===== config.mk =====
export PLATFORM = sky130hd
export DESIGN_NAME = sortable_fifo_queue_core
export DESIGN_NICKNAME = d
export VERILOG_FILES = /design/src/rtl/sfq_pkg.sv /design/src/rtl/sfq_ram.sv /design/src/rtl/sortable_fifo_queue_core.sv
export SDC_FILE = /design/constraint.sdc
export NUM_CORES = 1
export LEC_CHECK = 0
export BUFFER_PORTS_ARGS = -buffer_cell sky130_fd_sc_hd__buf_2
export CORE_MARGIN = 1.5
export CORE_UTILIZATION = 45
export CTS_BUF_LIST = sky130_fd_sc_hd__clkbuf_16
export DETAILED_ROUTE_END_ITERATION = 16
export GPL_TIMING_DRIVEN = 0
export PLACE_DENSITY_LB_ADDON = 0.12
export SYNTH_ARGS = -nofsm -noshare
export SYNTH_HDL_FRONTEND = slang
export SYNTH_SLANG_ARGS = --single-unit
export TNS_END_PERCENT = 10

===== constraint.sdc =====
create_clock -name clock -period 3.81 [get_ports clock]
set_input_delay 0.762 -clock clock [delete_from_list [all_inputs] [get_ports clock]]
set_output_delay 0.762 -clock clock [all_outputs]
set_load 0.01 [all_outputs]

===== src/rtl/sfq_pkg.sv =====
`timescale 1ns / 1ps
// ----------------------------------------------------------------------------
// sfq_pkg: shared constants, types and helpers for the sortable FIFO queue
// Sizes, operation and status codes, storage write bundle, address helpers.
// ----------------------------------------------------------------------------
package sfq_pkg;

   localparam int DEPTH          = 16;
   localparam int VALUE_BITS     = 8;
   localparam int ADDR_BITS      = (DEPTH > 2) ? $clog2(DEPTH) : 1;
   localparam int COUNT_BITS     = $clog2(DEPTH + 1);

   localparam int FUNC_BITS      = 2;
   localparam int VALUE_IN_BITS  = 8;
   localparam int VALUE_OUT_BITS = 8;
   localparam int STATUS_BITS    = 2;
   localparam int COUNT_OUT_BITS = 5;
   localparam int REQ_DATA_BITS  = 8;
   localparam int RSP_DATA_BITS  = 16;
   localparam int RSP_COUNT_LSB  = VALUE_OUT_BITS;

   localparam logic [FUNC_BITS-1:0] FUNC_PUSH = 2'd0;
   localparam logic [FUNC_BITS-1:0] FUNC_SORT = 2'd1;
   localparam logic [FUNC_BITS-1:0] FUNC_POP  = 2'd2;

   localparam logic [STATUS_BITS-1:0] STATUS_OK    = 2'd0;
   localparam logic [STATUS_BITS-1:0] STATUS_EMPTY = 2'd1;
   localparam logic [STATUS_BITS-1:0] STATUS_FULL  = 2'd2;

   localparam logic [VALUE_BITS-1:0] VALUE_MAX = '1;

   typedef struct packed {
      logic                  en;
      logic [ADDR_BITS-1:0]  addr;
      logic [VALUE_BITS-1:0] data;
   } ram_wr_type;

   // base + offset, wrapped into the ring
   function automatic logic [ADDR_BITS-1:0] addr_wrap(input logic [ADDR_BITS-1:0] base,
                                                      input logic [ADDR_BITS-1:0] offset);
      logic [ADDR_BITS:0] sum;
      sum = {1'b0, base} + {1'b0, offset};
      if (sum >= (ADDR_BITS + 1)'(DEPTH)) begin
         sum = sum - (ADDR_BITS + 1)'(DEPTH);
      end
      return sum[ADDR_BITS-1:0];
   endfunction

   // clamp an incoming value to the storage width
   function automatic logic [VALUE_BITS-1:0] sat_value(input logic [VALUE_IN_BITS-1:0] v);
      logic [VALUE_BITS-1:0] res;
      if (40'(v) > 40'(VALUE_MAX)) begin
         res = VALUE_MAX;
      end else begin
         res = VALUE_BITS'(v);
      end
      return res;
   endfunction

endpackage


===== src/rtl/sfq_ram.sv =====
`timescale 1ns / 1ps
// ----------------------------------------------------------------------------
// sfq_ram: entry storage
// One write port, one read port, read data registered.
// ----------------------------------------------------------------------------
module sfq_ram import sfq_pkg::*; (
   input  logic                  clock,
   input  ram_wr_type            wr,
   input  logic [ADDR_BITS-1:0]  rd_addr,
   output logic [VALUE_BITS-1:0] rd_data
);

   logic [VALUE_BITS-1:0] mem [DEPTH];
   logic [VALUE_BITS-1:0] rd_data_ff;

   always_ff @(posedge clock) begin
      if (wr.en) begin
         mem[wr.addr] <= wr.data;
      end
      rd_data_ff <= mem[rd_addr];
   end

   assign rd_data = rd_data_ff;

endmodule


===== src/rtl/sortable_fifo_queue_core.sv =====
`timescale 1ns / 1ps
// ----------------------------------------------------------------------------
// sortable_fifo_queue_core: bounded ring queue with in-place descending sort
// Push, sort and pop on entries held in one synchronous RAM.
// ----------------------------------------------------------------------------
// Push, empty pop, full push and short sort give the result in the cycle after the
// item is taken; a pop first goes through the POP state for the RAM read.
// Sort of n >= 2 entries: bubble passes over len entries, len = n down to 2, each pass
// SFIRST, SRUN, SLAST, at most one RAM read and one write per cycle; the result follows the last pass.
// One item at a time; the next item is taken as the result leaves.
// Reset clears count, head pointer and result valid; RAM contents are kept.
// ----------------------------------------------------------------------------
module sortable_fifo_queue_core import sfq_pkg::*; (
   input  logic                     clock,
   input  logic                     reset,
   input  logic                     req_tvalid,
   output logic                     req_tready,
   input  logic [REQ_DATA_BITS-1:0] req_tdata,  // [7:0] value_in
   input  logic [FUNC_BITS-1:0]     req_tuser,  // [1:0] func
   output logic                     rsp_tvalid,
   input  logic                     rsp_tready,
   output logic [RSP_DATA_BITS-1:0] rsp_tdata,  // [7:0] value_out, [12:8] count_out, zero pad
   output logic [STATUS_BITS-1:0]   rsp_tuser   // [1:0] status
);

   localparam logic [2:0] ST_IDLE   = 3'd0;
   localparam logic [2:0] ST_POP    = 3'd1;
   localparam logic [2:0] ST_SFIRST = 3'd2;
   localparam logic [2:0] ST_SRUN   = 3'd3;
   localparam logic [2:0] ST_SLAST  = 3'd4;

   logic [2:0]                state_ff, state_in;
   logic [ADDR_BITS-1:0]      head_ff, head_in;
   logic [COUNT_BITS-1:0]     count_ff, count_in;
   logic [COUNT_BITS-1:0]     len_ff, len_in;
   logic [ADDR_BITS-1:0]      idx_ff, idx_in;
   logic [VALUE_BITS-1:0]     cur_ff, cur_in;

   logic                      rsp_valid_ff, rsp_valid_in;
   logic [VALUE_OUT_BITS-1:0] rsp_value_ff, rsp_value_in;
   logic [STATUS_BITS-1:0]    rsp_status_ff, rsp_status_in;
   logic [COUNT_OUT_BITS-1:0] rsp_count_ff, rsp_count_in;

   ram_wr_type                ram_wr;
   logic [ADDR_BITS-1:0]      ram_rd_addr;
   logic [VALUE_BITS-1:0]     ram_rd_data;

   logic                      accept;
   logic [FUNC_BITS-1:0]      func;

   sfq_ram u_ram (
      .clock   (clock),
      .wr      (ram_wr),
      .rd_addr (ram_rd_addr),
      .rd_data (ram_rd_data)
   );

   assign func       = req_tuser;
   assign req_tready = (state_ff == ST_IDLE) && (!rsp_valid_ff || rsp_tready);
   assign accept     = req_tvalid && req_tready;

   always_comb begin
      state_in      = state_ff;
      head_in       = head_ff;
      count_in      = count_ff;
      len_in        = len_ff;
      idx_in        = idx_ff;
      cur_in        = cur_ff;
      rsp_valid_in  = rsp_valid_ff && !rsp_tready;
      rsp_value_in  = rsp_value_ff;
      rsp_status_in = rsp_status_ff;
      rsp_count_in  = rsp_count_ff;
      ram_wr.en     = 1'b0;
      ram_wr.addr   = head_ff;
      ram_wr.data   = cur_ff;
      ram_rd_addr   = head_ff;

      case (state_ff)
         ST_IDLE: begin
            if (accept) begin
               rsp_valid_in  = 1'b1;
               rsp_value_in  = '0;
               rsp_status_in = STATUS_OK;
               rsp_count_in  = COUNT_OUT_BITS'(count_ff);
               case (func)
                  FUNC_PUSH: begin
                     if (count_ff == COUNT_BITS'(DEPTH)) begin
                        rsp_status_in = STATUS_FULL;
                     end else begin
                        ram_wr.en    = 1'b1;
                        ram_wr.addr  = addr_wrap(head_ff, ADDR_BITS'(count_ff));
                        ram_wr.data  = sat_value(req_tdata[VALUE_IN_BITS-1:0]);
                        count_in     = count_ff + COUNT_BITS'(1);
                        rsp_count_in = COUNT_OUT_BITS'(count_ff + COUNT_BITS'(1));
                     end
                  end
                  FUNC_SORT: begin
                     if (count_ff >= COUNT_BITS'(2)) begin
                        // result comes at the end of the last pass
                        rsp_valid_in = 1'b0;
                        ram_rd_addr  = head_ff;
                        len_in       = count_ff;
                        state_in     = ST_SFIRST;
                     end
                  end
                  FUNC_POP: begin
                     if (count_ff == '0) begin
                        rsp_status_in = STATUS_EMPTY;
                     end else begin
                        rsp_valid_in = 1'b0;
                        ram_rd_addr  = head_ff;
                        head_in      = addr_wrap(head_ff, ADDR_BITS'(1));
                        count_in     = count_ff - COUNT_BITS'(1);
                        state_in     = ST_POP;
                     end
                  end
                  default: begin
                  end
               endcase
            end
         end
         ST_POP: begin
            rsp_valid_in  = 1'b1;
            rsp_value_in  = VALUE_OUT_BITS'(ram_rd_data);
            rsp_status_in = STATUS_OK;
            rsp_count_in  = COUNT_OUT_BITS'(count_ff);
            state_in      = ST_IDLE;
         end
         ST_SFIRST: begin
            // element 0 of the pass arrives; fetch element 1
            cur_in      = ram_rd_data;
            ram_rd_addr = addr_wrap(head_ff, ADDR_BITS'(1));
            idx_in      = ADDR_BITS'(1);
            state_in    = ST_SRUN;
         end
         ST_SRUN: begin
            // keep the smaller value moving toward the tail, write the larger back
            ram_wr.en   = 1'b1;
            ram_wr.addr = addr_wrap(head_ff, idx_ff - ADDR_BITS'(1));
            if (cur_ff < ram_rd_data) begin
               ram_wr.data = ram_rd_data;
               cur_in      = cur_ff;
            end else begin
               ram_wr.data = cur_ff;
               cur_in      = ram_rd_data;
            end
            if (COUNT_BITS'(idx_ff) == len_ff - COUNT_BITS'(1)) begin
               state_in = ST_SLAST;
            end else begin
               ram_rd_addr = addr_wrap(head_ff, idx_ff + ADDR_BITS'(1));
               idx_in      = idx_ff + ADDR_BITS'(1);
            end
         end
         ST_SLAST: begin
            ram_wr.en   = 1'b1;
            ram_wr.addr = addr_wrap(head_ff, ADDR_BITS'(len_ff - COUNT_BITS'(1)));
            ram_wr.data = cur_ff;
            len_in      = len_ff - COUNT_BITS'(1);
            if (len_ff == COUNT_BITS'(2)) begin
               rsp_valid_in  = 1'b1;
               rsp_value_in  = '0;
               rsp_status_in = STATUS_OK;
               rsp_count_in  = COUNT_OUT_BITS'(count_ff);
               state_in      = ST_IDLE;
            end else begin
               ram_rd_addr = head_ff;
               state_in    = ST_SFIRST;
            end
         end
         default: begin
            state_in = ST_IDLE;
         end
      endcase
   end

   always_ff @(posedge clock) begin
      if (reset) begin
         state_ff     <= ST_IDLE;
         head_ff      <= '0;
         count_ff     <= '0;
         rsp_valid_ff <= 1'b0;
      end else begin
         state_ff     <= state_in;
         head_ff      <= head_in;
         count_ff     <= count_in;
         rsp_valid_ff <= rsp_valid_in;
      end
   end

   always_ff @(posedge clock) begin
      len_ff        <= len_in;
      idx_ff        <= idx_in;
      cur_ff        <= cur_in;
      rsp_value_ff  <= rsp_value_in;
      rsp_status_ff <= rsp_status_in;
      rsp_count_ff  <= rsp_count_in;
   end

   assign rsp_tvalid = rsp_valid_ff;
   assign rsp_tuser  = rsp_status_ff;
   assign rsp_tdata  = {(RSP_DATA_BITS - VALUE_OUT_BITS - COUNT_OUT_BITS)'(0),
                        rsp_count_ff, rsp_value_ff};

endmodule


# After elaboration in Yosys (flattened, before gate mapping)
# Memory sizes are Yosys's and may differ from the RTL's. A register that Yosys moved wholly into a read port is not among the register bits.
# Cells that the tools add are included.
[classes] add_sub_neg=15 multipliers=0 div=0 n_lt_le_gt_ge=7 eq_ne=20 shift=0 mux=51 n_bitwise=1 reduce_logical=20
[op_table] cell="two-way mux 5 bit" n=8
[op_table] cell="two-way mux 13 bit" n=3
[op_table] cell="one-hot mux 13 bit (3 select lines)" n=1
[op_table] cell="two-way mux 8 bit" n=4
[op_table] cell="two-way mux 4 bit" n=7
[op_table] cell=">= comparator 5 bit (second input constant)" n=5
[op_table] cell="one-hot mux 8 bit (3 select lines)" n=1
[op_table] cell="subtractor 4 x 1 -> 4 bit (second input constant)" n=6
[op_table] cell="adder 4 x 4 -> 5 bit" n=4
[op_table] cell="one-hot mux 5 bit (2 select lines)" n=2
[op_table] cell="one-hot mux 4 bit (2 select lines)" n=2
[op_table] cell="one-hot mux 8 bit (2 select lines)" n=1
[op_table] cell="one-hot mux 5 bit (3 select lines)" n=1
[op_table] cell="two-way mux 3 bit" n=4
[op_table] cell="inequality test 2 bit (second input constant)" n=6
[op_table] cell="one-hot mux 3 bit (4 select lines)" n=1
[op_table] cell="AND reduction 4 bit" n=3
[op_table] cell="subtractor 5 x 1 -> 5 bit (second input constant)" n=2
[op_table] cell="< comparator 8 bit" n=1
[op_table] cell="two-way mux 2 bit" n=4
[op_table] cell="two-way mux 1 bit" n=7
[op_table] cell="== test 3 x 2 -> 1 bit (second input constant)" n=2
[op_table] cell="inequality test 3 bit (second input constant)" n=2
[op_table] cell="one-hot mux 2 bit (3 select lines)" n=1
[op_table] cell="other kinds (29)" n=36
[totals] ff_bits=45 latchBits=0 ram_bits=128 rom_bits=0 in_bits=14 out_inout_bits=20 wordCells=125 n_memories=1
[memory_table] name="u_ram.mem" words=16 word_bits=8 read_ports=1 rd_ports_with_merged_regs=1 write_ports=1 line_no="sfq_ram.sv:13" source="logic [VALUE_BITS-1:0] mem [DEPTH];"

# Longest topological paths before layout
# Gate-level depths: netlist (run 1).
[depth] depth_word=9 depth_mapped=15 mapped_depth_nobuf=14

# Modules after synthesis
# A second synthesis (run 1) with hierarchy kept.
[unflattened] hier_cells=622 hier_area_um2=8722.1
[by_module_without_submodules] mod="sfq_ram" instances=1 cells_per_inst=229 area_per_inst_um2=5147.4 seq_area_each_um2=4003.8
[by_module_without_submodules] mod="sortable_fifo_queue_core" instances=1 cells_per_inst=393 area_per_inst_um2=3574.7 seq_area_each_um2=1221.2

# Worst setup path after synthesis (run 1)
# No wires, ideal clock.
[synth_path] kind="register to register" start="register state_ff[0]" end="memory u_ram.mem[5][0] (enable)" setup_time_ns=0.385 arrival_time_ns=3.496 required_ns=3.425 setup_slack_ns=-0.071 stages_incl_launch_ff=16 n_path_buf=2 period_less_slack_ns=3.881 path_cell_list="dfxtp_1 > clkbuf_1 > nor2_1 > and2_1 > clkbuf_1 > nor2_1 > a21oi_1 > ha_1 > a21o_1 > a21oi_1 > xnor2_1 > nor2_1 > a221oi_1 > xnor2_1 > or2_2 > nor3b_1"
[synth_between] elab_chain_len=7 elab_cells_between_ends=9 cone_classes="eq/ne: 2; mux: 4; reduce/logical: 3"
[synth_rtl] element="from (decl)" line_no="sortable_fifo_queue_core.sv:32" source="logic [2:0] state_ff, state_in;"
[synth_rtl] element="from (signal assigned)" line_no="sortable_fifo_queue_core.sv:183" source="state_ff <= state_in;"
[synth_rtl] element="zero test 3 bit" line_no="sortable_fifo_queue_core.sv:59, sortable_fifo_queue_core.sv:78"
[synth_rtl] element="logical AND 1 bit" line_no="sortable_fifo_queue_core.sv:59" source="assign req_tready = (state_ff == ST_IDLE) && (!rsp_valid_ff || rsp_tready);"
[synth_rtl] element="logical AND 1 bit" line_no="sortable_fifo_queue_core.sv:60" source="assign accept = req_tvalid && req_tready;"
[synth_rtl] element="two-way mux 13 bit" line_no="sortable_fifo_queue_core.sv:80" source="if (accept) begin"
[synth_rtl] element="one-hot mux 13 bit (3 select lines) *" line_no="sortable_fifo_queue_core.sv:78" source="case (state_ff)"
[synth_rtl] element="two-way mux 1 bit" line_no="sfq_ram.sv:17" source="if (wr.en) begin"
[synth_rtl] element="two-way mux 1 bit (implied by the code)" line_no="sfq_ram.sv:18" source="mem[wr.addr] <= wr.data;"
[synth_rtl] element="to (decl)" line_no="sfq_ram.sv:13"
# Every way passes the cells marked *; elsewhere a longest branch is shown, timed or not.

# Worst setup path in the final report (run 1)
[layout_path] start="register state_ff[0]" end="memory u_ram.mem[5][6] (enable)"
# The elaborated chain is that of the path after synthesis.

==> results of run 1 <==
## cells by family (layout without fill, tap and decap cells)
kind of cell               count (synthesis)  after routing
DFF                                      181            181
other                                      1              3
adders and majority gates                 31             31
buffers and inverters                     77            155
AOI/OAI and AO/OA                        207            207
xor gates and xnor gates                  29             29
and+or+nand+nor                          165            165
muxes                                     35             35
## worst min-delay path by stage
stage           endpoint
6_report       cur_ff[6]
5_1_grt        cur_ff[6]
4_1_cts        cur_ff[7]
3_5_place_dp   cur_ff[7]
3_3_place_gp   cur_ff[6]
2_1_floorplan  cur_ff[1]
## layer usage
metal / GRT usage / up-vias / part of all wire
li1: - / 2952 / -
met1: 0.284 / 3057 / 0.44
met2: 0.387 / 178 / 0.50
met3: 0.0404 / 30 / 0.042
met4: 0.0766 / 0 / 0.021
met5: 0 / - / 0
## synth_stat cells (20+ instances only)
library cell | count | area (sq um)
sky130_fd_sc_hd__a21boi_1 | 20 | 150
sky130_fd_sc_hd__mux2i_1 | 34 | 340
sky130_fd_sc_hd__clkbuf_1 | 25 | 93.8
sky130_fd_sc_hd__nand2_1 | 26 | 97.6
sky130_fd_sc_hd__inv_1 | 23 | 86.3
sky130_fd_sc_hd__edfxtp_1 | 160 | 4800
sky130_fd_sc_hd__nor2_1 | 48 | 180
sky130_fd_sc_hd__dfxtp_1 | 21 | 420
sky130_fd_sc_hd__ha_1 | 28 | 350
sky130_fd_sc_hd__a21oi_1 | 23 | 115
sky130_fd_sc_hd__o21ai_0 | 21 | 105
sky130_fd_sc_hd__a211oi_1 | 48 | 360
sky130_fd_sc_hd__a311oi_1 | 33 | 289
## layout make-up
type,count,share of cell area
Clock buffer,17,0.0403
Clock inverter,14,0.00984
Buffer,52,0.0272
Sequential cell,181,0.495
Multi-Input combinational cell,470,0.348
Tap cell,265,0.0314
Inverter,24,0.00854
Timing Repair Buffer,48,0.0391
## flip-flops by register name, indices dropped and copies added (netlist names)
name / flops
len_ff: 5
count_ff: 5
rsp_count_ff: 5
u_ram.rd_data: 8
rsp_tuser: 2
cur_ff: 8
u_ram.mem: 128
idx_ff: 4
rsp_tvalid: 1
head_ff: 4
state_ff: 3
rsp_value_ff: 8
## power groups by stage
stage                     combinational [mW]  sequential [mW]  clock, mW
after floorplan                        0.387             2.40          0
after global placement                 0.618             2.41          0
after detailed placement               0.692             2.40          0
after CTS                              0.714             2.36       1.63
after global routing                   0.795             2.36       1.72
final                                  0.729             2.36       1.62
## placed cells by master (no fill, tap or decap), types with 12 or more instances in the layout
cell,n
sky130_fd_sc_hd__edfxtp_1,160
sky130_fd_sc_hd__buf_2,43
sky130_fd_sc_hd__a211oi_1,40
sky130_fd_sc_hd__nor2_1,40
sky130_fd_sc_hd__mux2i_1,34
sky130_fd_sc_hd__a311oi_1,33
sky130_fd_sc_hd__ha_1,28
sky130_fd_sc_hd__nand2_1,25
sky130_fd_sc_hd__inv_1,24
sky130_fd_sc_hd__a21oi_1,22
sky130_fd_sc_hd__o21ai_0,21
sky130_fd_sc_hd__dfxtp_1,21
sky130_fd_sc_hd__a21boi_1,20
sky130_fd_sc_hd__clkbuf_1,19
sky130_fd_sc_hd__clkbuf_16,17
sky130_fd_sc_hd__xnor2_1,16
sky130_fd_sc_hd__a21boi_0,12
sky130_fd_sc_hd__buf_4,12
## repair_timing
| item | in CTS | in global routing |
|---|---|---|
| setup buffers | 5 | 6 |
| resized for setup | 32 | 23 |
| pin swaps | 4 | 3 |
| endpoints found under the setup margin | 152 | 232 |
==> flow_summary.html, run 1 <==
<table>
<tr><th>Metric</th><th>Value</th></tr>
<tr><th colspan="2">Pwr</th></tr>
<tr><td>Peak supply drop</td><td>0.305 mV</td></tr>
<tr><td>PD cells</td><td>446 mW/mm^2</td></tr>
<tr><td>Switching power as a share of total power</td><td>0.275</td></tr>
<tr><td>NetSw</td><td>1.30 mW</td></tr>
<tr><td>Part of the total power dissipated in combinational logic</td><td>0.155</td></tr>
<tr><td>Pwr Total</td><td>4.70 mW</td></tr>
<tr><td>Static Leakage</td><td>3.62 nW</td></tr>
<tr><td>Proportion of power drawn by the clock network</td><td>0.344</td></tr>
<tr><td>Internal Dissipation</td><td>3.41 mW</td></tr>
<tr><td>Reg power frac</td><td>0.501</td></tr>
<tr><th colspan="2">Critical path</th></tr>
<tr><td>Largest stage delay on the critical path</td><td>0.39 ns</td></tr>
<tr><td>Critical path startpoint</td><td>state_ff[0]</td></tr>
<tr><td>Crit Reg-Reg Startpoint</td><td>state_ff[0]</td></tr>
<tr><td>Worst setup path class</td><td>register to register</td></tr>
<tr><td>Terminus of the critical flop-to-flop path</td><td>u_ram.mem[5][6]</td></tr>
<tr><td>Critical path endpoint</td><td>u_ram.mem[5][6]</td></tr>
<tr><td>CP Data Required Time</td><td>3.97 ns</td></tr>
<tr><td>Setup crit start kind</td><td>register</td></tr>
<tr><td>Critical path endpoint category</td><td>register</td></tr>
<tr><td>Highest net fanout along the worst path</td><td>10</td></tr>
<tr><td>Number of logic stages on the critical path including buffering</td><td>15</td></tr>
<tr><td>Ordered cell list for the critical path</td><td>clkbuf_4, nor2_1, and2_2, clkbuf_4, a21oi_1, ha_1, a21o_1, a21oi_2, xnor2_1, nor2_1, a221oi_2, xnor2_2, or2_4, nor3b_4, buf_12</td></tr>
<tr><td>Critical Path Slowest Stage Cell</td><td>sky130_fd_sc_hd__dfxtp_1</td></tr>
<tr><td>Critical path buffers and inverters</td><td>3</td></tr>
<tr><td>WP data arrival</td><td>3.81 ns</td></tr>
<tr><td>Logic depth of the worst register-to-register path</td><td>15</td></tr>
<tr><td>Setup slack of the most critical reg-to-reg path</td><td>0.15 ns</td></tr>
<tr><td>Cell class contributing the biggest share of worst-path delay</td><td>simple AND/OR/NAND/NOR gates</td></tr>
<tr><th colspan="2">Clocking</th></tr>
<tr><td>Maximum buffer depth of the clock tree</td><td>2</td></tr>
<tr><td>Number of hold-repair buffers added at the cts stage</td><td>0</td></tr>
<tr><td>H-tree depth reported by CTS</td><td>4</td></tr>
<tr><td>CTS tree</td><td>done</td></tr>
<tr><td>Root buffer cell</td><td>sky130_fd_sc_hd__clkbuf_16</td></tr>
<tr><td>Clock-pin slew on the worst setup and hold paths</td><td>0.07 ns</td></tr>
<tr><td>Number of buffers inserted during clock tree synthesis</td><td>17</td></tr>
<tr><td>CTS sink cnt</td><td>181</td></tr>
<tr><td>Worst skew pair latency</td><td>0.44 ns</td></tr>
<tr><th colspan="2">GRT</th></tr>
<tr><td>Overall track demand over capacity in global routing</td><td>0.224</td></tr>
<tr><td>Total global routing overflow</td><td>0</td></tr>
<tr><td>Number of antenna violations at the first check in global routing</td><td>0</td></tr>
<tr><td>Number of global-route vias before repair</td><td>6188</td></tr>
<tr><td>Wire length of the first global-routing pass</td><td>34200 um</td></tr>
<tr><td>Maximum number of pins on one net before global-route repair</td><td>17</td></tr>
<tr><th colspan="2">Synthesis</th></tr>
<tr><td>Netlist cell types</td><td>63</td></tr>
<tr><td>Adder-cell area share of the yosys netlist</td><td>0.0455</td></tr>
<tr><td>Combined area of all synthesized cells</td><td>0.00901 sq mm</td></tr>
<tr><td>Number of instances in the synthesized netlist</td><td>726</td></tr>
<tr><td>Post-Syn Area per Cell</td><td>12.4 sq um</td></tr>
<tr><td>Mux contribution to synthesized area</td><td>0.0390</td></tr>
<tr><td>Xor-xnor portion of the synthesized cell area</td><td>0.0297</td></tr>
<tr><td>Total number of yosys warnings</td><td>0</td></tr>
<tr><td>Compound-Gate Fraction of Synth Area</td><td>0.168</td></tr>
<tr><td>Combinational family with the most area after synthesis</td><td>compound AO/OA/AOI/OAI gates</td></tr>
<tr><td>Area fraction in and, or, nand and nor cells after synthesis</td><td>0.0965</td></tr>
<tr><td>Share of the yosys chip area belonging to registers</td><td>0.580</td></tr>
<tr><td>Most common flop cell mapped by yosys</td><td>sky130_fd_sc_hd__edfxtp_1</td></tr>
<tr><td>Synthesis-stage register bit count</td><td>181</td></tr>
<tr><td>Fraction of synthesis flops using an asynchronous set or reset pin</td><td>0</td></tr>
<tr><td>Post-synth EDFFs</td><td>160</td></tr>
<tr><th colspan="2">Drt</th></tr>
<tr><td>Total wire length after detailed routing</td><td>22200 um</td></tr>
<tr><td>DRC viols</td><td>0</td></tr>
<tr><td>Number of design-rule violations left by the first detailed-router iteration</td><td>419</td></tr>
<tr><td>Number of routed nets with antenna violations</td><td>0</td></tr>
<tr><td>Detailed-route via count</td><td>6217</td></tr>
<tr><td>Via-per-instance ratio</td><td>5.80</td></tr>
<tr><td>WL/cell</td><td>20.8 um</td></tr>
<tr><td>Number of detailed-route iterations in the first pass</td><td>5</td></tr>
<tr><th colspan="2">Timing</th></tr>
<tr><td>Post-route clock skew</td><td>0.0130 ns</td></tr>
<tr><td>Setup ws final</td><td>0.151 ns</td></tr>
<tr><td>Worst slack on hold paths</td><td>0.459 ns</td></tr>
<tr><td>Number of slew-limit violations in the final report</td><td>0</td></tr>
<tr><td>Final hold violations</td><td>0</td></tr>
<tr><td>Portion of the clock cycle consumed by the worst path in the final layout</td><td>0.960</td></tr>
<tr><td>Actual slew at the worst max-slew pin</td><td>0.889 ns</td></tr>
<tr><td>Number of setup violations in the final report</td><td>0</td></tr>
<tr><td>Achievable frequency</td><td>273 MHz</td></tr>
<tr><td>Slew HR</td><td>0.405</td></tr>
<tr><td>Fin crit period</td><td>3.66 ns</td></tr>
<tr><td>TNS Setup</td><td>0 ns</td></tr>
<tr><th colspan="2">Finish</th></tr>
<tr><td>Area occupied by multi-input gates</td><td>0.00368 sq mm</td></tr>
<tr><td>Number of standard cells in the layout, taps in and fillers out</td><td>1071</td></tr>
<tr><td>Fillers</td><td>1639</td></tr>
<tr><td>NumNets Final</td><td>839</td></tr>
<tr><td>Area used by sequential logic in the layout</td><td>0.00523 sq mm</td></tr>
<tr><td>Share of the core filled with cells in the final layout</td><td>0.540</td></tr>
<tr><td>Cell area after layout</td><td>0.0106 sq mm</td></tr>
<tr><td>Number of antenna diodes</td><td>0</td></tr>
<tr><td>Fraction of final layout cells sized beyond drive strength 1</td><td>0.197</td></tr>
<tr><td>Growth of design area from synthesis to finish</td><td>17.1%</td></tr>
<tr><th colspan="2">Placement</th></tr>
<tr><td>Final weighted congestion of routability-driven global placement</td><td>0.919</td></tr>
<tr><td>Area after DPL</td><td>0.00962 sq mm</td></tr>
<tr><td>Post-DP HPWL</td><td>16400 um</td></tr>
<tr><td>Number of port buffers</td><td>30</td></tr>
<tr><td>Post-placement worst setup slack</td><td>-0.927 ns</td></tr>
<tr><td>Number of instances in the placed design</td><td>1030</td></tr>
<tr><th colspan="2">Floorplanning</th></tr>
<tr><td>Effective utilization at floorplan</td><td>0.461</td></tr>
<tr><td>Die Wd</td><td>145 um</td></tr>
<tr><td># IOs</td><td>34</td></tr>
<tr><td>Vertical die dimension</td><td>145 um</td></tr>
<tr><td>DIE AREA</td><td>0.0209 sq mm</td></tr>
<tr><td>Placeable core region</td><td>0.0195 sq mm</td></tr>
<tr><td>Row cnt</td><td>51</td></tr>
<tr><th colspan="2">Worst hold path</th></tr>
<tr><td>Worst hold path depth</td><td>0</td></tr>
<tr><td>Hold WC Path Type</td><td>register to register</td></tr>
<tr><td>HP Start</td><td>u_ram.rd_data[6]</td></tr>
<tr><th colspan="2">Job</th></tr>
<tr><td>Max_cap viols</td><td>0</td></tr>
<tr><th colspan="2">Status</th></tr>
<tr><td>Status</td><td>finished clean</td></tr>
</table>
No activity file was read; power rests on OpenSTA's default activity.
==> inputs of run 2 (changes only) <==
CAP_MARGIN = 20   (was unset)
CELL_PAD_IN_SITES_DETAIL_PLACEMENT = 1   (was unset)
CELL_PAD_IN_SITES_GLOBAL_PLACEMENT = 2   (was unset)
CORE_UTILIZATION = 39   (was 45)
GPL_TIMING_DRIVEN = 1   (was 0)
==> flow_summary.html, run 2 (same netlist as run 1, synthesis figures left out) <==
<table>
<tr><th>Metric</th><th>Value</th></tr>
<tr><th colspan="2">Status</th></tr>
<tr><td>Status</td><td>finished clean</td></tr>
<tr><th colspan="2">Drt</th></tr>
<tr><td>Number of detailed-route iterations in the first pass</td><td>4 (-1)</td></tr>
<tr><td>Metal2 WL</td><td>12000 um (+7.9%)</td></tr>
<tr><td>Total wire length after detailed routing</td><td>23900 um (+7.7%)</td></tr>
<tr><td>Via-per-instance ratio</td><td>5.63 (-3.0%)</td></tr>
<tr><td>WL/cell</td><td>22.2 um (+6.8%)</td></tr>
<tr><td>M1 wire length</td><td>10700 um (+10%)</td></tr>
<tr><td>Detailed-route via count</td><td>6081 (-2.2%)</td></tr>
<tr><td>Number of design-rule violations left by the first detailed-router iteration</td><td>302 (-28%)</td></tr>
<tr><td>Number of routed nets with antenna violations</td><td>0 (unchanged)</td></tr>
<tr><td>Routed met3 length</td><td>841 um (-9.2%)</td></tr>
<tr><td>DRC viols</td><td>0 (unchanged)</td></tr>
<tr><td>Highest Signal Layer</td><td>met4</td></tr>
<tr><th colspan="2">Pwr</th></tr>
<tr><td>Reg power frac</td><td>0.490 (-0.011)</td></tr>
<tr><td>Static Leakage</td><td>3.65 nW (+0.74%)</td></tr>
<tr><td>PD cells</td><td>463 mW/mm^2 (+3.9%)</td></tr>
<tr><td>Switching power as a share of total power</td><td>0.286 (+0.0107)</td></tr>
<tr><td>Proportion of power drawn by the clock network</td><td>0.367 (+0.023)</td></tr>
<tr><td>Part of the total power dissipated in combinational logic</td><td>0.143 (-0.012)</td></tr>
<tr><td>Peak supply drop</td><td>0.359 mV (+18%)</td></tr>
<tr><td>NetSw</td><td>1.38 mW (+6.4%)</td></tr>
<tr><td>Pwr Total</td><td>4.81 mW (+2.4%)</td></tr>
<tr><td>Internal Dissipation</td><td>3.44 mW (+0.90%)</td></tr>
<tr><th colspan="2">Finish</th></tr>
<tr><td>Most common cell after layout, fill and taps aside</td><td>sky130_fd_sc_hd__edfxtp_1</td></tr>
<tr><td>Number of flip-flops under the largest register name</td><td>128 (unchanged)</td></tr>
<tr><td>Reg with most FFs</td><td>u_ram.mem</td></tr>
<tr><td>Growth of design area from synthesis to finish</td><td>15.4%</td></tr>
<tr><td>Fraction of final layout cells sized beyond drive strength 1</td><td>0.189 (-0.00859)</td></tr>
<tr><td>Share of the core filled with cells in the final layout</td><td>0.459 (-0.0811)</td></tr>
<tr><td>Number of antenna diodes</td><td>0 (unchanged)</td></tr>
<tr><td>Number of standard cells in the layout, taps in and fillers out</td><td>1080 (+0.84%)</td></tr>
<tr><td>Fillers</td><td>2306 (+41%)</td></tr>
<tr><td>NumNets Final</td><td>827 (-1.4%)</td></tr>
<tr><td>Most frequent cells in the layout</td><td>sky130_fd_sc_hd__edfxtp_1, sky130_fd_sc_hd__buf_4, sky130_fd_sc_hd__nor2_1</td></tr>
<tr><th colspan="2">Clocking</th></tr>
<tr><td>Number of hold-repair buffers added at the cts stage</td><td>0 (unchanged)</td></tr>
<tr><td>Worst skew pair latency</td><td>0.44 ns (about the same)</td></tr>
<tr><td>CTS sink cnt</td><td>181 (unchanged)</td></tr>
<tr><td>Number of buffers inserted during clock tree synthesis</td><td>17 (unchanged)</td></tr>
<tr><td>Number of setup buffers added after CTS</td><td>0 (-5)</td></tr>
<tr><td>H-tree depth reported by CTS</td><td>4 (unchanged)</td></tr>
<tr><td>Clock-pin slew on the worst setup and hold paths</td><td>0.08 ns (about the same)</td></tr>
<tr><td>CTS tree</td><td>done</td></tr>
<tr><td>Root buffer cell</td><td>sky130_fd_sc_hd__clkbuf_16</td></tr>
<tr><td>Maximum buffer depth of the clock tree</td><td>2 (unchanged)</td></tr>
<tr><td>Post-CTS resize count</td><td>0 (-100%)</td></tr>
<tr><th colspan="2">Floorplanning</th></tr>
<tr><td>Die Wd</td><td>155 um (+7.3%)</td></tr>
<tr><td>Row cnt</td><td>55 (+7.8%)</td></tr>
<tr><td># IOs</td><td>34 (unchanged)</td></tr>
<tr><td>Effective utilization at floorplan</td><td>0.398 (-0.0635)</td></tr>
<tr><td>Placeable core region</td><td>0.0226 sq mm (+16%)</td></tr>
<tr><td>DIE AREA</td><td>0.0240 sq mm (+15%)</td></tr>
<tr><td>Vertical die dimension</td><td>155 um (+7.3%)</td></tr>
<tr><th colspan="2">Timing</th></tr>
<tr><td>Fin crit period</td><td>3.56 ns (-0.0959 ns)</td></tr>
<tr><td>Slew HR</td><td>0.371 (-0.0346)</td></tr>
<tr><td>Number of slew-limit violations in the final report</td><td>0 (unchanged)</td></tr>
<tr><td>Setup repair after global routing missed its margin</td><td>false</td></tr>
<tr><td>Final hold violations</td><td>0 (unchanged)</td></tr>
<tr><td>Actual slew at the worst max-slew pin</td><td>0.941 ns (+0.0517 ns)</td></tr>
<tr><td>Post-route clock skew</td><td>0.0181 ns (+0.00516 ns)</td></tr>
<tr><td>Portion of the clock cycle consumed by the worst path in the final layout</td><td>0.935 (-0.0252)</td></tr>
<tr><td>Number of setup violations in the final report</td><td>0 (unchanged)</td></tr>
<tr><td>Achievable frequency</td><td>281 MHz (+2.7%)</td></tr>
<tr><th colspan="2">Placement</th></tr>
<tr><td>Post-DP HPWL</td><td>17300 um (+5.3%)</td></tr>
<tr><td>Number of instances in the placed design</td><td>1048 (+1.7%)</td></tr>
<tr><td>Final weighted congestion of routability-driven global placement</td><td>0.825 (-10%)</td></tr>
<tr><td>Number of port buffers</td><td>30 (unchanged)</td></tr>
<tr><th colspan="2">Job</th></tr>
<tr><td>Max_cap viols</td><td>0 (unchanged)</td></tr>
<tr><th colspan="2">Critical path</th></tr>
<tr><td>Critical Path Slowest Stage Cell</td><td>sky130_fd_sc_hd__or4_1</td></tr>
<tr><td>CP Data Required Time</td><td>4.10 ns (+0.13 ns)</td></tr>
<tr><td>Highest net fanout along the worst path</td><td>18 (+8)</td></tr>
<tr><td>Largest stage delay on the critical path</td><td>0.47 ns (+0.08 ns)</td></tr>
<tr><td>WP data arrival</td><td>3.85 ns (+0.04 ns)</td></tr>
<tr><td>Setup crit start kind</td><td>register</td></tr>
<tr><td>Worst setup path class</td><td>register to register</td></tr>
<tr><td>Ordered cell list for the critical path</td><td>inv_1, ha_1, nor3b_1, a32o_1, o211a_2, a31oi_4, buf_4, a21boi_0, a311oi_1, a211oi_1, or4_1</td></tr>
<tr><td>Critical path endpoint category</td><td>register</td></tr>
<tr><th colspan="2">GRT</th></tr>
<tr><td>Maximum number of pins on one net before global-route repair</td><td>36 (+19)</td></tr>
<tr><td>Total global routing overflow</td><td>0 (unchanged)</td></tr>
<tr><td>Overall track demand over capacity in global routing</td><td>0.209 (-0.0155)</td></tr>
<tr><td>Number of global-route vias before repair</td><td>6415 (+3.7%)</td></tr>
<tr><td>Wire length of the first global-routing pass</td><td>37700 um (+10%)</td></tr>
<tr><td>Number of antenna violations at the first check in global routing</td><td>0 (unchanged)</td></tr>
<tr><th colspan="2">Worst hold path</th></tr>
<tr><td>Hold WC Path Type</td><td>register to register</td></tr>
</table>
## run 2: cell count changes in the layout (fill, tap and decap cells not counted), sizes merged
cell,delta
clkinvlp,-2
inv,+3
clkbuf,-24
buf,+12
## run 2: cell type report
cell class / count / area, sq um / area share
sequential: 181 / 5230 / 0.503
multi-input combinational: 470 / 3490 / 0.335
timing repair buffer: 88 / 636 / 0.0611
clock buffer: 17 / 425 / 0.0409
tap: 285 / 357 / 0.0343
clock inverter: 15 / 176 / 0.0170
inverter: 24 / 90.1 / 0.00866
## run 2: path summary, 6_finish.rpt
path | from | endpoint | slack (ns) | cells after the start
max | len_ff[0] | u_ram.rd_data[4] | 0.25 | 11
min | u_ram.rd_data[6] | cur_ff[6] | 0.47 | 0
max reg2reg | len_ff[0] | u_ram.rd_data[4] | 0.25 | 11
min reg2reg | u_ram.rd_data[6] | cur_ff[6] | 0.47 | 0
## run 2: per-layer routing
metal,up-vias,global-route usage
li1,2919,-
met1,3030,0.265
met2,106,0.365
met3,26,0.0315
met4,0,0.0696
met5,-,0
## run 2: power groups by stage
stage / Clock (mW) / Combinational (mW) / Sequential, mW
global placement: 0 / 0.679 / 2.40
floorplan: 0 / 0.387 / 2.40
global route: 1.87 / 0.760 / 2.37
finish: 1.77 / 0.689 / 2.36
detailed placement: 0 / 0.701 / 2.40
CTS: 1.82 / 0.703 / 2.36
## run 2: critical path: cells and delay by family (launching register included)
kind                       cells  cell delay, ns
buffers and inverters          2            0.40
adders and majority gates      1            0.28
AOI/OAI and AO/OA              6            1.67
and+or+nand+nor                2            0.66
DFF                            1            0.41
## run 2: through the flow
step / TNS (ns) / setup slack [ns] / hold WS, ns / area, sq um
3_5_place_dp: 0 / 0.257 / 0.462 / 9790
4_1_cts: 0 / 0.222 / 0.476 / 10400
6_report: 0 / 0.247 / 0.468 / 10400
2_1_floorplan: -0.0214 / -0.00267 / 0.423 / 9020
5_1_grt: 0 / 0.0172 / 0.501 / 10400
3_3_place_gp: 0 / 0.305 / 0.454 / 9790
==> inputs of run 3 (changes only) <==
CAP_MARGIN = unset   (was 20)
CORE_UTILIZATION = 41   (was 39)
CTS_BUF_LIST = sky130_fd_sc_hd__clkbuf_2   (was sky130_fd_sc_hd__clkbuf_16)
==> flow_summary.html, run 3 (same netlist as run 1, synthesis figures left out) <==
<table>
<tr><th>Metric</th><th>Value</th></tr>
<tr><th colspan="2">Drt</th></tr>
<tr><td>Number of detailed-route iterations in the first pass</td><td>4 (unchanged)</td></tr>
<tr><td>WL/cell</td><td>23.0 um (+3.7%)</td></tr>
<tr><td>Number of design-rule violations left by the first detailed-router iteration</td><td>419 (+39%)</td></tr>
<tr><td>Number of routed nets with antenna violations</td><td>0 (unchanged)</td></tr>
<tr><td>Detailed-route via count</td><td>6191 (+1.8%)</td></tr>
<tr><td>Total wire length after detailed routing</td><td>24800 um (+3.5%)</td></tr>
<tr><td>DRC viols</td><td>0 (unchanged)</td></tr>
<tr><td>Via-per-instance ratio</td><td>5.74 (+2.0%)</td></tr>
<tr><th colspan="2">Critical path</th></tr>
<tr><td>Setup slack of the most critical reg-to-reg path</td><td>0.19 ns (-0.06 ns)</td></tr>
<tr><td>Critical path startpoint</td><td>len_ff[1]</td></tr>
<tr><td>Largest stage delay on the critical path</td><td>0.49 ns (+0.02 ns)</td></tr>
<tr><td>Critical Path Slowest Stage Cell</td><td>sky130_fd_sc_hd__edfxtp_1</td></tr>
<tr><td>Cell class contributing the biggest share of worst-path delay</td><td>compound AO/OA/AOI/OAI gates</td></tr>
<tr><td>Terminus of the critical flop-to-flop path</td><td>u_ram.rd_data[3]</td></tr>
<tr><td>Worst setup path class</td><td>register to register</td></tr>
<tr><td>Critical path endpoint category</td><td>register</td></tr>
<tr><td>Highest net fanout along the worst path</td><td>32 (+14)</td></tr>
<tr><td>Number of logic stages on the critical path including buffering</td><td>11 (unchanged)</td></tr>
<tr><td>CP Data Required Time</td><td>4.44 ns (+0.34 ns)</td></tr>
<tr><td>Critical path endpoint</td><td>u_ram.rd_data[3]</td></tr>
<tr><td>Crit Reg-Reg Startpoint</td><td>len_ff[1]</td></tr>
<tr><td>WP data arrival</td><td>4.25 ns (+0.40 ns)</td></tr>
<tr><td>Setup crit start kind</td><td>register</td></tr>
<tr><td>Critical path buffers and inverters</td><td>2 (unchanged)</td></tr>
<tr><td>Logic depth of the worst register-to-register path</td><td>11 (unchanged)</td></tr>
<tr><td>Ordered cell list for the critical path</td><td>inv_1, ha_1, nor3b_1, a32o_1, o211a_2, a31oi_4, buf_12, a21boi_1, a311oi_1, a211oi_1, or4_1</td></tr>
<tr><th colspan="2">Pwr</th></tr>
<tr><td>Pwr Total</td><td>4.17 mW (-13%)</td></tr>
<tr><td>Internal Dissipation</td><td>2.85 mW (-17%)</td></tr>
<tr><td>Switching power as a share of total power</td><td>0.317 (+0.0304)</td></tr>
<tr><td>Peak supply drop</td><td>0.224 mV (-38%)</td></tr>
<tr><td>Static Leakage</td><td>3.56 nW (-2.5%)</td></tr>
<tr><td>Part of the total power dissipated in combinational logic</td><td>0.170 (+0.027)</td></tr>
<tr><td>Reg power frac</td><td>0.567 (+0.077)</td></tr>
<tr><td>PD cells</td><td>412 mW/mm^2 (-11%)</td></tr>
<tr><td>NetSw</td><td>1.32 mW (-4.1%)</td></tr>
<tr><td>Proportion of power drawn by the clock network</td><td>0.263 (-0.104)</td></tr>
<tr><th colspan="2">Finish</th></tr>
<tr><td>Most frequent cells in the layout</td><td>sky130_fd_sc_hd__edfxtp_1, sky130_fd_sc_hd__buf_4, sky130_fd_sc_hd__nor2_1</td></tr>
<tr><td>Fraction of final layout cells sized beyond drive strength 1</td><td>0.198 (+0.00956)</td></tr>
<tr><td>Reg with most FFs</td><td>u_ram.mem</td></tr>
<tr><td>Growth of design area from synthesis to finish</td><td>12.5%</td></tr>
<tr><td>Most common cell after layout, fill and taps aside</td><td>sky130_fd_sc_hd__edfxtp_1</td></tr>
<tr><td>NumNets Final</td><td>829 (+0.24%)</td></tr>
<tr><td>Fillers</td><td>2250 (-2.4%)</td></tr>
<tr><td>Number of flip-flops under the largest register name</td><td>128 (unchanged)</td></tr>
<tr><th colspan="2">Timing</th></tr>
<tr><td>Final hold violations</td><td>0 (unchanged)</td></tr>
<tr><td>Fin crit period</td><td>3.62 ns (+0.0583 ns)</td></tr>
<tr><td>Number of setup violations in the final report</td><td>0 (unchanged)</td></tr>
<tr><td>Setup repair after global routing missed its margin</td><td>false</td></tr>
<tr><td>Post-route clock skew</td><td>0.0591 ns (+0.0410 ns)</td></tr>
<tr><td>Setup ws final</td><td>0.189 ns (-0.0583 ns)</td></tr>
<tr><td>Achievable frequency</td><td>276 MHz (-1.6%)</td></tr>
<tr><td>Portion of the clock cycle consumed by the worst path in the final layout</td><td>0.950 (+0.0153)</td></tr>
<tr><td>Slew HR</td><td>0.315 (-0.0561)</td></tr>
<tr><td>Actual slew at the worst max-slew pin</td><td>1.03 ns (+0.0854 ns)</td></tr>
<tr><td>Number of slew-limit violations in the final report</td><td>0 (unchanged)</td></tr>
<tr><th colspan="2">Clocking</th></tr>
<tr><td>Maximum buffer depth of the clock tree</td><td>2 (unchanged)</td></tr>
<tr><td>Worst skew pair latency</td><td>0.75 ns (+0.31 ns)</td></tr>
<tr><td>Root buffer cell</td><td>sky130_fd_sc_hd__clkbuf_2</td></tr>
<tr><td>CTS tree</td><td>done</td></tr>
<tr><td>Clock-pin slew on the worst setup and hold paths</td><td>0.32 ns (+0.24 ns)</td></tr>
<tr><td>CTS sink cnt</td><td>181 (unchanged)</td></tr>
<tr><td>Number of buffers inserted during clock tree synthesis</td><td>17 (unchanged)</td></tr>
<tr><td>H-tree depth reported by CTS</td><td>4 (unchanged)</td></tr>
<tr><th colspan="2">Floorplanning</th></tr>
<tr><td>Effective utilization at floorplan</td><td>0.415 (+0.0175)</td></tr>
<tr><td>DIE AREA</td><td>0.0229 sq mm (-4.8%)</td></tr>
<tr><td>Placeable core region</td><td>0.0217 sq mm (-4.2%)</td></tr>
<tr><td>Vertical die dimension</td><td>151 um (-2.4%)</td></tr>
<tr><td># IOs</td><td>34 (unchanged)</td></tr>
<tr><td>Row cnt</td><td>54 (-1.8%)</td></tr>
<tr><td>Die Wd</td><td>151 um (-2.4%)</td></tr>
<tr><th colspan="2">GRT</th></tr>
<tr><td>Total global routing overflow</td><td>0 (unchanged)</td></tr>
<tr><td>Wire length of the first global-routing pass</td><td>37900 um (+0.70%)</td></tr>
<tr><td>Overall track demand over capacity in global routing</td><td>0.227 (+0.0181)</td></tr>
<tr><td>Number of antenna violations at the first check in global routing</td><td>1 (+1)</td></tr>
<tr><td>Maximum number of pins on one net before global-route repair</td><td>33 (-8.3%)</td></tr>
<tr><td>Number of global-route vias before repair</td><td>6363 (-0.81%)</td></tr>
<tr><th colspan="2">Placement</th></tr>
<tr><td>Post-placement worst setup slack</td><td>0.00296 ns (-0.254 ns)</td></tr>
<tr><td>Number of port buffers</td><td>30 (unchanged)</td></tr>
<tr><td>Final weighted congestion of routability-driven global placement</td><td>0.782 (-5.2%)</td></tr>
<tr><td>Post-DP HPWL</td><td>17900 um (+3.9%)</td></tr>
<tr><th colspan="2">Status</th></tr>
<tr><td>Status</td><td>finished clean</td></tr>
<tr><th colspan="2">Worst hold path</th></tr>
<tr><td>Hold WC Path Type</td><td>input pin to register</td></tr>
<tr><td>HP Start</td><td>req_tvalid</td></tr>
<tr><th colspan="2">Job</th></tr>
<tr><td>Max_cap viols</td><td>0 (unchanged)</td></tr>
</table>
-- run 3: worst min path at each step --
stage	end	cells after the start
after floorplan	cur_ff[1]	0
after global placement	cur_ff[7]	0
after detailed placement	cur_ff[7]	0
after CTS	rsp_tvalid	3
after global routing	rsp_tvalid	3
final	rsp_tvalid	3
-- run 3: power groups by stage --
| stage | registers, mW | logic (mW) | clock network [mW] |
|---|---|---|---|
| after floorplan | 2.40 | 0.387 | 0 |
| after global placement | 2.41 | 0.690 | 0 |
| after detailed placement | 2.41 | 0.712 | 0 |
| after CTS | 2.37 | 0.717 | 1.14 |
| after global routing | 2.38 | 0.776 | 1.20 |
| final | 2.37 | 0.710 | 1.10 |
-- run 3: area by class of cell --
cell class,instances,area (sq um),share of cell area
antenna,1,2.50,0.000247
clock buffer,17,85.1,0.00839
clock inverter,15,200,0.0197
inverter,24,90.1,0.00888
multi-input combinational,470,3520,0.347
sequential,181,5230,0.515
tap,280,350,0.0346
timing repair buffer,90,667,0.0658
-- run 3: timing repair --
action | CTS | global route
hold buffers | 0 | 0
resized for setup | 2 | 6
setup endpoints to repair | 2 | 112
gates cloned | 0 | 0
endpoints found under the hold margin | 0 | 0
setup buffers | 0 | 3
pin swaps | 0 | 1
-- run 3: stage by stage --
step | utilization | instance area [sq um] | cells | TNS, ns | hold slack, ns
6_report | 0.468 | 10100 | 1078 | 0 | 0.254
5_1_grt | 0.468 | 10100 | 1078 | 0 | 0.157
3_5_place_dp | 0.451 | 9780 | 1042 | 0 | 0.466
2_1_floorplan | - | 9020 | 728 | -0.0214 | 0.423
3_3_place_gp | 0.451 | 9780 | 1042 | 0 | 0.444
4_1_cts | 0.465 | 10100 | 1074 | 0 | 0.155
-- run 3: worst reg2reg max path: cells and delay by family, from the launching register on --
family,cells,cell delay [ns]
adders and majority gates,1,0.26
DFF,1,0.49
AOI/OAI and AO/OA,6,1.75
and+or+nand+nor,2,0.69
buffers and inverters,2,0.32
-- run 3: routing by layer --
layer / track usage / routed length, um
met3: 0.0358 / 906
met5: 0 / 0
met1: 0.281 / 10600
met4: 0.0898 / 717
met2: 0.394 / 12500
